==> src/rtl/wfa_pkg.sv <==
package wfa_pkg;

    localparam int BLOCK_COUNT = 16;
    localparam int IDX_W       = (BLOCK_COUNT > 1) ? $clog2(BLOCK_COUNT) : 1;
    localparam int CNT_W       = ($clog2(BLOCK_COUNT + 1) > 5) ? $clog2(BLOCK_COUNT + 1) : 5;
    localparam int CFG_W       = 5;
    localparam int SLOT_W      = 4;
    localparam int AMT_W       = 16;
    localparam int STAT_W      = 2;

    localparam logic [CFG_W-1:0] CFG_RESET = CFG_W'(16);

    localparam logic CMD_LOAD     = 1'b0;
    localparam logic CMD_ALLOCATE = 1'b1;

    localparam logic [STAT_W-1:0] STAT_LOADED        = 2'd0;
    localparam logic [STAT_W-1:0] STAT_ALLOCATED     = 2'd1;
    localparam logic [STAT_W-1:0] STAT_NOT_ALLOCATED = 2'd2;

    typedef enum logic [1:0] {
        S_IDLE,
        S_SCAN,
        S_RESP
    } fsm_state_t;

    typedef struct packed {
        logic             valid;
        logic             found;
        logic [AMT_W-1:0] best_val;
        logic [IDX_W-1:0] best_idx;
        logic [AMT_W-1:0] amount;
    } scan_tok_t;

    typedef struct packed {
        logic             en;
        logic [IDX_W-1:0] idx;
        logic [AMT_W-1:0] data;
    } wr_cmd_t;

endpackage

==> src/rtl/wfa_req_if.sv <==
interface wfa_req_if;
    logic                     valid;
    logic                     ready;
    logic                     command;
    logic [wfa_pkg::SLOT_W-1:0] slot;
    logic [wfa_pkg::AMT_W-1:0]  amount;

    modport source (output valid, output command, output slot, output amount, input ready);
    modport sink (input valid, input command, input slot, input amount, output ready);
endinterface

==> src/rtl/wfa_rsp_if.sv <==
interface wfa_rsp_if;
    logic                       valid;
    logic                       ready;
    logic [wfa_pkg::STAT_W-1:0] status;
    logic [wfa_pkg::SLOT_W-1:0] chosen_slot;
    logic [wfa_pkg::AMT_W-1:0]  left_over;

    modport source (output valid, output status, output chosen_slot, output left_over,
                    input ready);
    modport sink (input valid, input status, input chosen_slot, input left_over,
                  output ready);
endinterface

==> src/rtl/wfa_cfg_if.sv <==
interface wfa_cfg_if;
    logic                      valid;
    logic                      ready;
    logic [wfa_pkg::CFG_W-1:0] data;

    modport source (output valid, output data, input ready);
    modport sink (input valid, input data, output ready);
endinterface

==> src/rtl/wfa_cell.sv <==
module wfa_cell (
    input  logic                     clk,
    input  logic                     rst_n,
    input  logic [wfa_pkg::IDX_W-1:0] cell_idx,
    input  logic [wfa_pkg::CNT_W-1:0] limit,
    input  wfa_pkg::wr_cmd_t         wr,
    input  wfa_pkg::scan_tok_t       tok_in,
    output wfa_pkg::scan_tok_t       tok_out
);
    import wfa_pkg::*;

    logic [AMT_W-1:0] free_reg;
    logic [AMT_W-1:0] free_next;
    scan_tok_t        tok_reg;
    scan_tok_t        tok_next;
    logic             in_scan;
    logic             take;

    assign in_scan = CNT_W'(cell_idx) < limit;

    always_comb
    begin
        take = tok_in.valid && in_scan && (free_reg >= tok_in.amount)
               && (!tok_in.found || (free_reg > tok_in.best_val));
        tok_next = tok_in;
        if (take)
        begin
            tok_next.found    = 1'b1;
            tok_next.best_val = free_reg;
            tok_next.best_idx = cell_idx;
        end
    end

    always_comb
    begin
        free_next = free_reg;
        if (wr.en && (wr.idx == cell_idx))
        begin
            free_next = wr.data;
        end
    end

    always_ff @(posedge clk or negedge rst_n)
    begin
        if (!rst_n)
        begin
            free_reg <= '0;
            tok_reg  <= '0;
        end
        else
        begin
            free_reg <= free_next;
            tok_reg  <= tok_next;
        end
    end

    assign tok_out = tok_reg;

endmodule

==> src/rtl/worst_fit_allocator.sv <==
// worst-fit block allocator
//
// req channel: command, slot, amount. a load transfer writes one block's
// free size; an allocate scans blocks 0 .. min(blocks_in_use, 16)-1 for
// the largest free size not below amount, lowest index on ties, and subtracts.
// rsp channel: status, chosen_slot, left_over, one transfer per request.
// cfg channel: blocks_in_use, user writes it only while the block is idle; not enforced.
//
// a load passes through the result register and then the response
// register; an allocate first walks a scan token along the row of block
// cells, one cell per cycle, then passes through the same registers. one
// request is in work at a time; the next request is taken once the result
// sits in the response register.
//
// reset clears every block to zero and sets blocks_in_use to 16.
// when rsp stalls, the response register holds its transfer; one more
// finished result waits inside and no new request is taken until it moves.
module worst_fit_allocator (
    input  logic      clk,
    input  logic      rst_n,
    wfa_req_if.sink   req,
    wfa_rsp_if.source rsp,
    wfa_cfg_if.sink   cfg
);
    import wfa_pkg::*;

    fsm_state_t state_reg;
    fsm_state_t state_next;

    logic [CFG_W-1:0]  blocks_in_use_reg;
    logic [CNT_W-1:0]  limit;

    logic              req_fire;
    logic              out_load;
    logic              scan_done;

    logic [STAT_W-1:0] res_status_reg;
    logic [STAT_W-1:0] res_status_next;
    logic [SLOT_W-1:0] res_slot_reg;
    logic [SLOT_W-1:0] res_slot_next;
    logic [AMT_W-1:0]  res_left_reg;
    logic [AMT_W-1:0]  res_left_next;

    logic              out_valid_reg;
    logic [STAT_W-1:0] out_status_reg;
    logic [SLOT_W-1:0] out_slot_reg;
    logic [AMT_W-1:0]  out_left_reg;

    logic [AMT_W-1:0]  alloc_left;
    wr_cmd_t           wr;
    scan_tok_t         tok_head;
    scan_tok_t         chain [BLOCK_COUNT+1];

    assign limit = (CNT_W'(blocks_in_use_reg) > CNT_W'(BLOCK_COUNT))
                   ? CNT_W'(BLOCK_COUNT) : CNT_W'(blocks_in_use_reg);

    assign cfg.ready = 1'b1;

    always_ff @(posedge clk or negedge rst_n)
    begin
        if (!rst_n)
        begin
            blocks_in_use_reg <= CFG_RESET;
        end
        else if (cfg.valid)
        begin
            blocks_in_use_reg <= cfg.data;
        end
    end

    assign req_fire  = req.valid && req.ready;
    assign scan_done = chain[BLOCK_COUNT].valid;
    assign alloc_left = chain[BLOCK_COUNT].best_val - chain[BLOCK_COUNT].amount;

    // row of block cells
    always_comb
    begin
        tok_head.valid    = req_fire && (req.command == CMD_ALLOCATE);
        tok_head.found    = 1'b0;
        tok_head.best_val = '0;
        tok_head.best_idx = '0;
        tok_head.amount   = req.amount;
    end

    assign chain[0] = tok_head;

    for (genvar g = 0; g < BLOCK_COUNT; g++)
    begin : g_cell
        wfa_cell u_cell (
            .clk      (clk),
            .rst_n    (rst_n),
            .cell_idx (IDX_W'(g)),
            .limit    (limit),
            .wr       (wr),
            .tok_in   (chain[g]),
            .tok_out  (chain[g+1])
        );
    end

    // next state
    always_comb
    begin
        state_next = state_reg;
        case (state_reg)
            S_IDLE:
            begin
                if (req_fire)
                begin
                    state_next = (req.command == CMD_ALLOCATE) ? S_SCAN : S_RESP;
                end
            end
            S_SCAN:
            begin
                if (scan_done)
                begin
                    state_next = S_RESP;
                end
            end
            S_RESP:
            begin
                if (out_load)
                begin
                    state_next = S_IDLE;
                end
            end
            default:
            begin
                state_next = S_IDLE;
            end
        endcase
    end

    // outputs of the controller
    always_comb
    begin
        req.ready       = 1'b0;
        out_load        = 1'b0;
        wr.en           = 1'b0;
        wr.idx          = IDX_W'(req.slot);
        wr.data         = req.amount;
        res_status_next = res_status_reg;
        res_slot_next   = res_slot_reg;
        res_left_next   = res_left_reg;
        case (state_reg)
            S_IDLE:
            begin
                req.ready = 1'b1;
                if (req.valid && (req.command == CMD_LOAD))
                begin
                    wr.en           = CNT_W'(req.slot) < CNT_W'(BLOCK_COUNT);
                    res_status_next = STAT_LOADED;
                    res_slot_next   = '0;
                    res_left_next   = '0;
                end
            end
            S_SCAN:
            begin
                if (scan_done)
                begin
                    wr.idx  = chain[BLOCK_COUNT].best_idx;
                    wr.data = alloc_left;
                    if (chain[BLOCK_COUNT].found)
                    begin
                        wr.en           = 1'b1;
                        res_status_next = STAT_ALLOCATED;
                        res_slot_next   = SLOT_W'(chain[BLOCK_COUNT].best_idx);
                        res_left_next   = alloc_left;
                    end
                    else
                    begin
                        res_status_next = STAT_NOT_ALLOCATED;
                        res_slot_next   = '0;
                        res_left_next   = '0;
                    end
                end
            end
            S_RESP:
            begin
                out_load = !out_valid_reg || rsp.ready;
            end
            default:
            begin
                out_load = 1'b0;
            end
        endcase
    end

    always_ff @(posedge clk or negedge rst_n)
    begin
        if (!rst_n)
        begin
            state_reg     <= S_IDLE;
            out_valid_reg <= 1'b0;
        end
        else
        begin
            state_reg <= state_next;
            if (out_load)
            begin
                out_valid_reg <= 1'b1;
            end
            else if (rsp.ready)
            begin
                out_valid_reg <= 1'b0;
            end
        end
    end

    always_ff @(posedge clk)
    begin
        res_status_reg <= res_status_next;
        res_slot_reg   <= res_slot_next;
        res_left_reg   <= res_left_next;
        if (out_load)
        begin
            out_status_reg <= res_status_reg;
            out_slot_reg   <= res_slot_reg;
            out_left_reg   <= res_left_reg;
        end
    end

    assign rsp.valid       = out_valid_reg;
    assign rsp.status      = out_status_reg;
    assign rsp.chosen_slot = out_slot_reg;
    assign rsp.left_over   = out_left_reg;

    a_no_token_when_idle : assert property (
        @(posedge clk) disable iff (!rst_n)
        (state_reg != S_SCAN) |-> !chain[BLOCK_COUNT].valid
    ) else $error("scan token outside of a scan");

    a_chosen_fits : assert property (
        @(posedge clk) disable iff (!rst_n)
        (scan_done && chain[BLOCK_COUNT].found)
            |-> (chain[BLOCK_COUNT].best_val >= chain[BLOCK_COUNT].amount)
    ) else $error("chosen block smaller than request");

    a_write_in_work : assert property (
        @(posedge clk) disable iff (!rst_n)
        wr.en |-> ((state_reg == S_IDLE && req_fire) || (state_reg == S_SCAN && scan_done))
    ) else $error("block write outside a request");

    a_alloc_starts_scan : assert property (
        @(posedge clk) disable iff (!rst_n)
        (req_fire && req.command == CMD_ALLOCATE) |=> (state_reg == S_SCAN)
    ) else $error("allocate did not start a scan");

endmodule

==> src/flat_wrapper.sv <==
// flat-port wrapper written by rule: the top's interface ports become plain ports
module worst_fit_allocator_flat import wfa_pkg::*;
  (clk, rst_n, req_valid, req_command, req_slot, req_amount, req_ready, rsp_valid, rsp_status, rsp_chosen_slot, rsp_left_over, rsp_ready, cfg_valid, cfg_data, cfg_ready);
  wfa_req_if req_i ();
  wfa_rsp_if rsp_i ();
  wfa_cfg_if cfg_i ();
  input  logic clk;
  input  logic rst_n;
  input wire logic [$bits(req_i.valid)-1:0] req_valid;
  input wire logic [$bits(req_i.command)-1:0] req_command;
  input wire logic [$bits(req_i.slot)-1:0] req_slot;
  input wire logic [$bits(req_i.amount)-1:0] req_amount;
  output wire logic [$bits(req_i.ready)-1:0] req_ready;
  output wire logic [$bits(rsp_i.valid)-1:0] rsp_valid;
  output wire logic [$bits(rsp_i.status)-1:0] rsp_status;
  output wire logic [$bits(rsp_i.chosen_slot)-1:0] rsp_chosen_slot;
  output wire logic [$bits(rsp_i.left_over)-1:0] rsp_left_over;
  input wire logic [$bits(rsp_i.ready)-1:0] rsp_ready;
  input wire logic [$bits(cfg_i.valid)-1:0] cfg_valid;
  input wire logic [$bits(cfg_i.data)-1:0] cfg_data;
  output wire logic [$bits(cfg_i.ready)-1:0] cfg_ready;
  assign req_i.valid = req_valid;
  assign req_i.command = req_command;
  assign req_i.slot = req_slot;
  assign req_i.amount = req_amount;
  assign req_ready = req_i.ready;
  assign rsp_valid = rsp_i.valid;
  assign rsp_status = rsp_i.status;
  assign rsp_chosen_slot = rsp_i.chosen_slot;
  assign rsp_left_over = rsp_i.left_over;
  assign rsp_i.ready = rsp_ready;
  assign cfg_i.valid = cfg_valid;
  assign cfg_i.data = cfg_data;
  assign cfg_ready = cfg_i.ready;
  worst_fit_allocator u_core (.clk(clk), .rst_n(rst_n), .req(req_i), .rsp(rsp_i), .cfg(cfg_i));
endmodule
==> config.mk <==
export PLATFORM = sky130hd
export DESIGN_NAME = worst_fit_allocator_flat
export DESIGN_NICKNAME = d
export VERILOG_FILES = /design/src/rtl/wfa_pkg.sv /design/src/rtl/wfa_req_if.sv /design/src/rtl/wfa_rsp_if.sv /design/src/rtl/wfa_cfg_if.sv /design/src/rtl/wfa_cell.sv /design/src/rtl/worst_fit_allocator.sv /design/src/flat_wrapper.sv
export SDC_FILE = /design/constraint.sdc
export NUM_CORES = 2
export LEC_CHECK = 0
export ABC_CLOCK_PERIOD_IN_PS = 3200
export BUFFER_PORTS_ARGS = -buffer_cell sky130_fd_sc_hd__buf_2
export CAP_MARGIN = 20
export CORE_MARGIN = 2
export CORE_UTILIZATION = 40
export CTS_BUF_LIST = sky130_fd_sc_hd__clkbuf_16
export CTS_CLUSTER_SIZE = 28
export DETAILED_ROUTE_END_ITERATION = 10
export GPL_TIMING_DRIVEN = 0
export HOLD_SLACK_MARGIN = 0.05
export MAX_ROUTING_LAYER = met4
export PLACE_DENSITY = 0.68
export SLEW_MARGIN = 20
export SYNTH_ARGS = -nofsm -noshare
export SYNTH_HDL_FRONTEND = slang
export SYNTH_HIERARCHICAL = 1
export SYNTH_SLANG_ARGS = --single-unit
==> constraint.sdc <==
create_clock -name clk -period 3.2 [get_ports clk]
set_input_delay 0.32 -clock clk [delete_from_list [all_inputs] [get_ports clk]]
set_output_delay 0.32 -clock clk [all_outputs]
set_load 0.02 [all_outputs]
==> results by group <==
Finish
  • Final nets: 4949
  • Final Core Density: 46.6%
  • Share of cells above drive strength 1: 22.5%
  • P&R area growth vs syn: 15.7%
  • Max reg flops: 608
  • Final Non-Filler Cells: 6029
  • Post-route cell area: 55800 um2
  • Most common cell after layout, fill and taps aside: dfrtp_1
  • Most frequent cells in the layout: 871 x dfrtp_1, 583 x inv_1, 575 x ha_1

STA
  • PnR worst setup slack: 0.166 ns
  • Final Setup Violations: 0
  • RSZ-0062 raised after global routing: false
  • Worst-Margin Slew: 0.916 ns
  • Fin. max-slew vios: 0
  • Skew final: 0.0253 ns
  • Setup tns final: 0 ns
  • Fmax: 330 MHz
  • Final Hold Viols: 0
  • Final period util: 94.8%
  • Min cycle time layout: 3.03 ns
  • Slew margin rel.: 38.7%

Critical path
  • Setup crit start kind: flop
  • Setup CP Type: reg2reg
  • CP max FO: 9
  • Critical R2R Launch: u_core/g_cell[15].u_cell/tok_out[2]
  • Critical-path cell with the highest stage delay: xnor2_1
  • Worst reg-to-reg path cell count: 9
  • Reg-to-Reg End: u_core/g_cell[8].u_cell/free_reg[7]
  • Reg-to-reg slack, setup: 0.17 ns
  • Worst path arrival time: 3.55 ns
  • Max incr delay on CP: 0.67 ns
  • Required time worst endpoint: 3.72 ns
  • Worst-path cell chain: inv_1, ha_1, a21oi_1, a211o_1, nand2_1, xnor2_1, o21ai_4, buf_16, mux2_2
  • Crit end category: flop

Yosys
  • Syn Area/Cell: 12.4 um2
  • Cell variety after synth: 56
  • Total of warnings raised by yosys: 6
  • Post-synth EDFFs: 44
  • Post-synth ARST share: 95.2%
  • Main flop type after synthesis: dfrtp_1
  • Post-synth design cell area: 48200 um2
  • #FFs+latches synth: 916
  • Mapped Cells: 3881
  • Register area share after synthesis: 48.0%

Min path
  • Path category of the worst min-delay check: in2async

Clock tree
  • # clock sinks: 916
  • Clock buffer depth: 3
  • Clock transition at path regs: 0.06 ns
  • Root buffer cell: clkbuf_16
  • Worst-Skew Late Latency: 0.66 ns
  • CTS tree: built
  • Htree depth: 3
  • TritonCTS Buffers: 94

Status
  • Status: finished, final reports clean

Place
  • Final GP Congestion: 0.919
  • Placed Cells: 5809
  • HPWL Detailed: 85100 um
  • IO Port Bufs: 54
  • Setup WS pre-CTS: -1.33 ns
  • Placed Area: 52300 um2

Power and ir drop
  • PD cells: 736 nW/um2
  • Max VDD drop: 0.000415 V
  • Cell leakage power: 0.0289 uW

Global routing
  • Largest net degree at the start of global routing: 148
  • GRT Total Usage: 19.0%
  • Number of global-route vias before repair: 30616
  • First-pass GRT wire length: 176000 um
  • Global route overflow: 0
  • Antenna violations before repair: 5

Die
  • Initial Utilization: 40.3%
  • CORE AREA: 120000 um2
  • Rows: 127
  • Top Ports: 56
  • Die Ht: 351 um
  • Die outline area: 123000 um2
  • Die width: 351 um

Detailed routing
  • Iter 0 DRT Violations: 1714
  • TritonRoute pass-1 iters: 6
  • Post-route ant nets: 0
  • WL/cell: 18.7 um
  • DRC viols: 0
  • Vias/cell: 4.98
  • Routed WL: 113000 um
  • Routed vias: 30013

Run
  • Max Cap Viol: 0
## critical path: cells and delay by family, from the launching register on
kind / cells / cell delay (ns)
xor gates and xnor gates: 1 / 0.67
and+or+nand+nor: 1 / 0.08
muxes: 1 / 0.27
adders and majority gates: 1 / 0.35
buffers and inverters: 2 / 0.31
DFF: 1 / 0.33
AOI/OAI and AO/OA: 3 / 0.86
## Yosys cell counts (all sizes together) (32+ instances only)
cell / instances / share of area [%]
dfrtp: 871 / 45
ha: 575 / 15
mux2: 565 / 16
inv: 564 / 4.4
a21oi: 209 / 2.2
nand2: 189 / 1.5
nand4: 98 / 1.3
nor2: 80 / 0.62
o21ai: 67 / 0.70
nand3: 65 / 0.67
a21o: 53 / 0.82
nand2b: 53 / 0.69
buf: 51 / 0.95
xor2: 51 / 0.93
edfxtp: 44 / 2.7
nand4b: 32 / 1.3
nor4: 32 / 0.83
## worst max-delay path by stage
stage | slack [ns] | depth (start not counted) | from | endpoint
after global routing | 0.04 | 11 | u_core/state_reg[0] | u_core/g_cell[10].u_cell/free_reg[10]
final | 0.17 | 9 | u_core/g_cell[15].u_cell/tok_out[2] | u_core/g_cell[8].u_cell/free_reg[7]
after detailed placement | -1.33 | 10 | u_core/state_reg[0] | u_core/g_cell[15].u_cell/free_reg[10]
after CTS | 0.02 | 11 | u_core/state_reg[1] | u_core/g_cell[5].u_cell/free_reg[11]
after global placement | -16.15 | 1 | rst_n | u_core/g_cell[10].u_cell/tok_out[8]
after floorplan | 0.02 | 10 | u_core/state_reg[0] | u_core/g_cell[15].u_cell/free_reg[7]
## final cells by class
class / instances / area [um2]
diodes: 4 / 10.0
plain buffers: 55 / 482
clock buffers: 96 / 2400
clock inverters: 71 / 551
fillers: 10624 / 64000
inverters: 564 / 2120
multi-input cells: 2575 / 23800
flip-flops and latches: 916 / 23100
well taps: 1612 / 2020
repair buffers: 136 / 1320
## per-stage QoR
| stage | hold slack, ns | power [uW] |
|---|---|---|
| 4_1_cts | 0.109 | 41200 |
| 3_5_place_dp | 0.259 | 30400 |
| 2_1_floorplan | 0.0244 | 25900 |
| 5_1_grt | 0.150 | 43700 |
| 3_3_place_gp | 0.360 | 29400 |
| 6_report | 0.176 | 41100 |
## repair_timing
action                     CTS  global route
hold endpoints to repair   113             0
setup endpoints to repair  256           203
hold buffers                29             0
gates resized for setup      8             4
buffers inserted            21             0
pin swaps                   16             0
## kinds of logic (layout without fill, tap and decap cells)
family	after synthesis	in the layout	synth area share (%)
DFF	916	916	48.0
and+or+nand+nor	661	661	8.67
buffers and inverters	620	922	5.38
adders and majority gates	576	576	15.0
muxes	565	565	15.7
AOI/OAI and AO/OA	470	470	6.04
xor gates and xnor gates	71	71	1.29
other	2	236	0.0156
## layer usage
layer / global-route usage [%] / share of wire, % / vias to the layer above
met5: - / 0 / -
met4: 4.30 / 2.3 / 0
met3: 3.34 / 4.9 / 186
met2: 31.4 / 49 / 539
met1: 24.4 / 44 / 15076
li1: - / - / 14212
## report_power, final
group          total, uW  switching, uW  internal, uW
logic              13600           7070          6580
registers          16800           2340         14500
clock network      10600           4530          6060
Note: power is estimated with default switching activity, not from simulation.
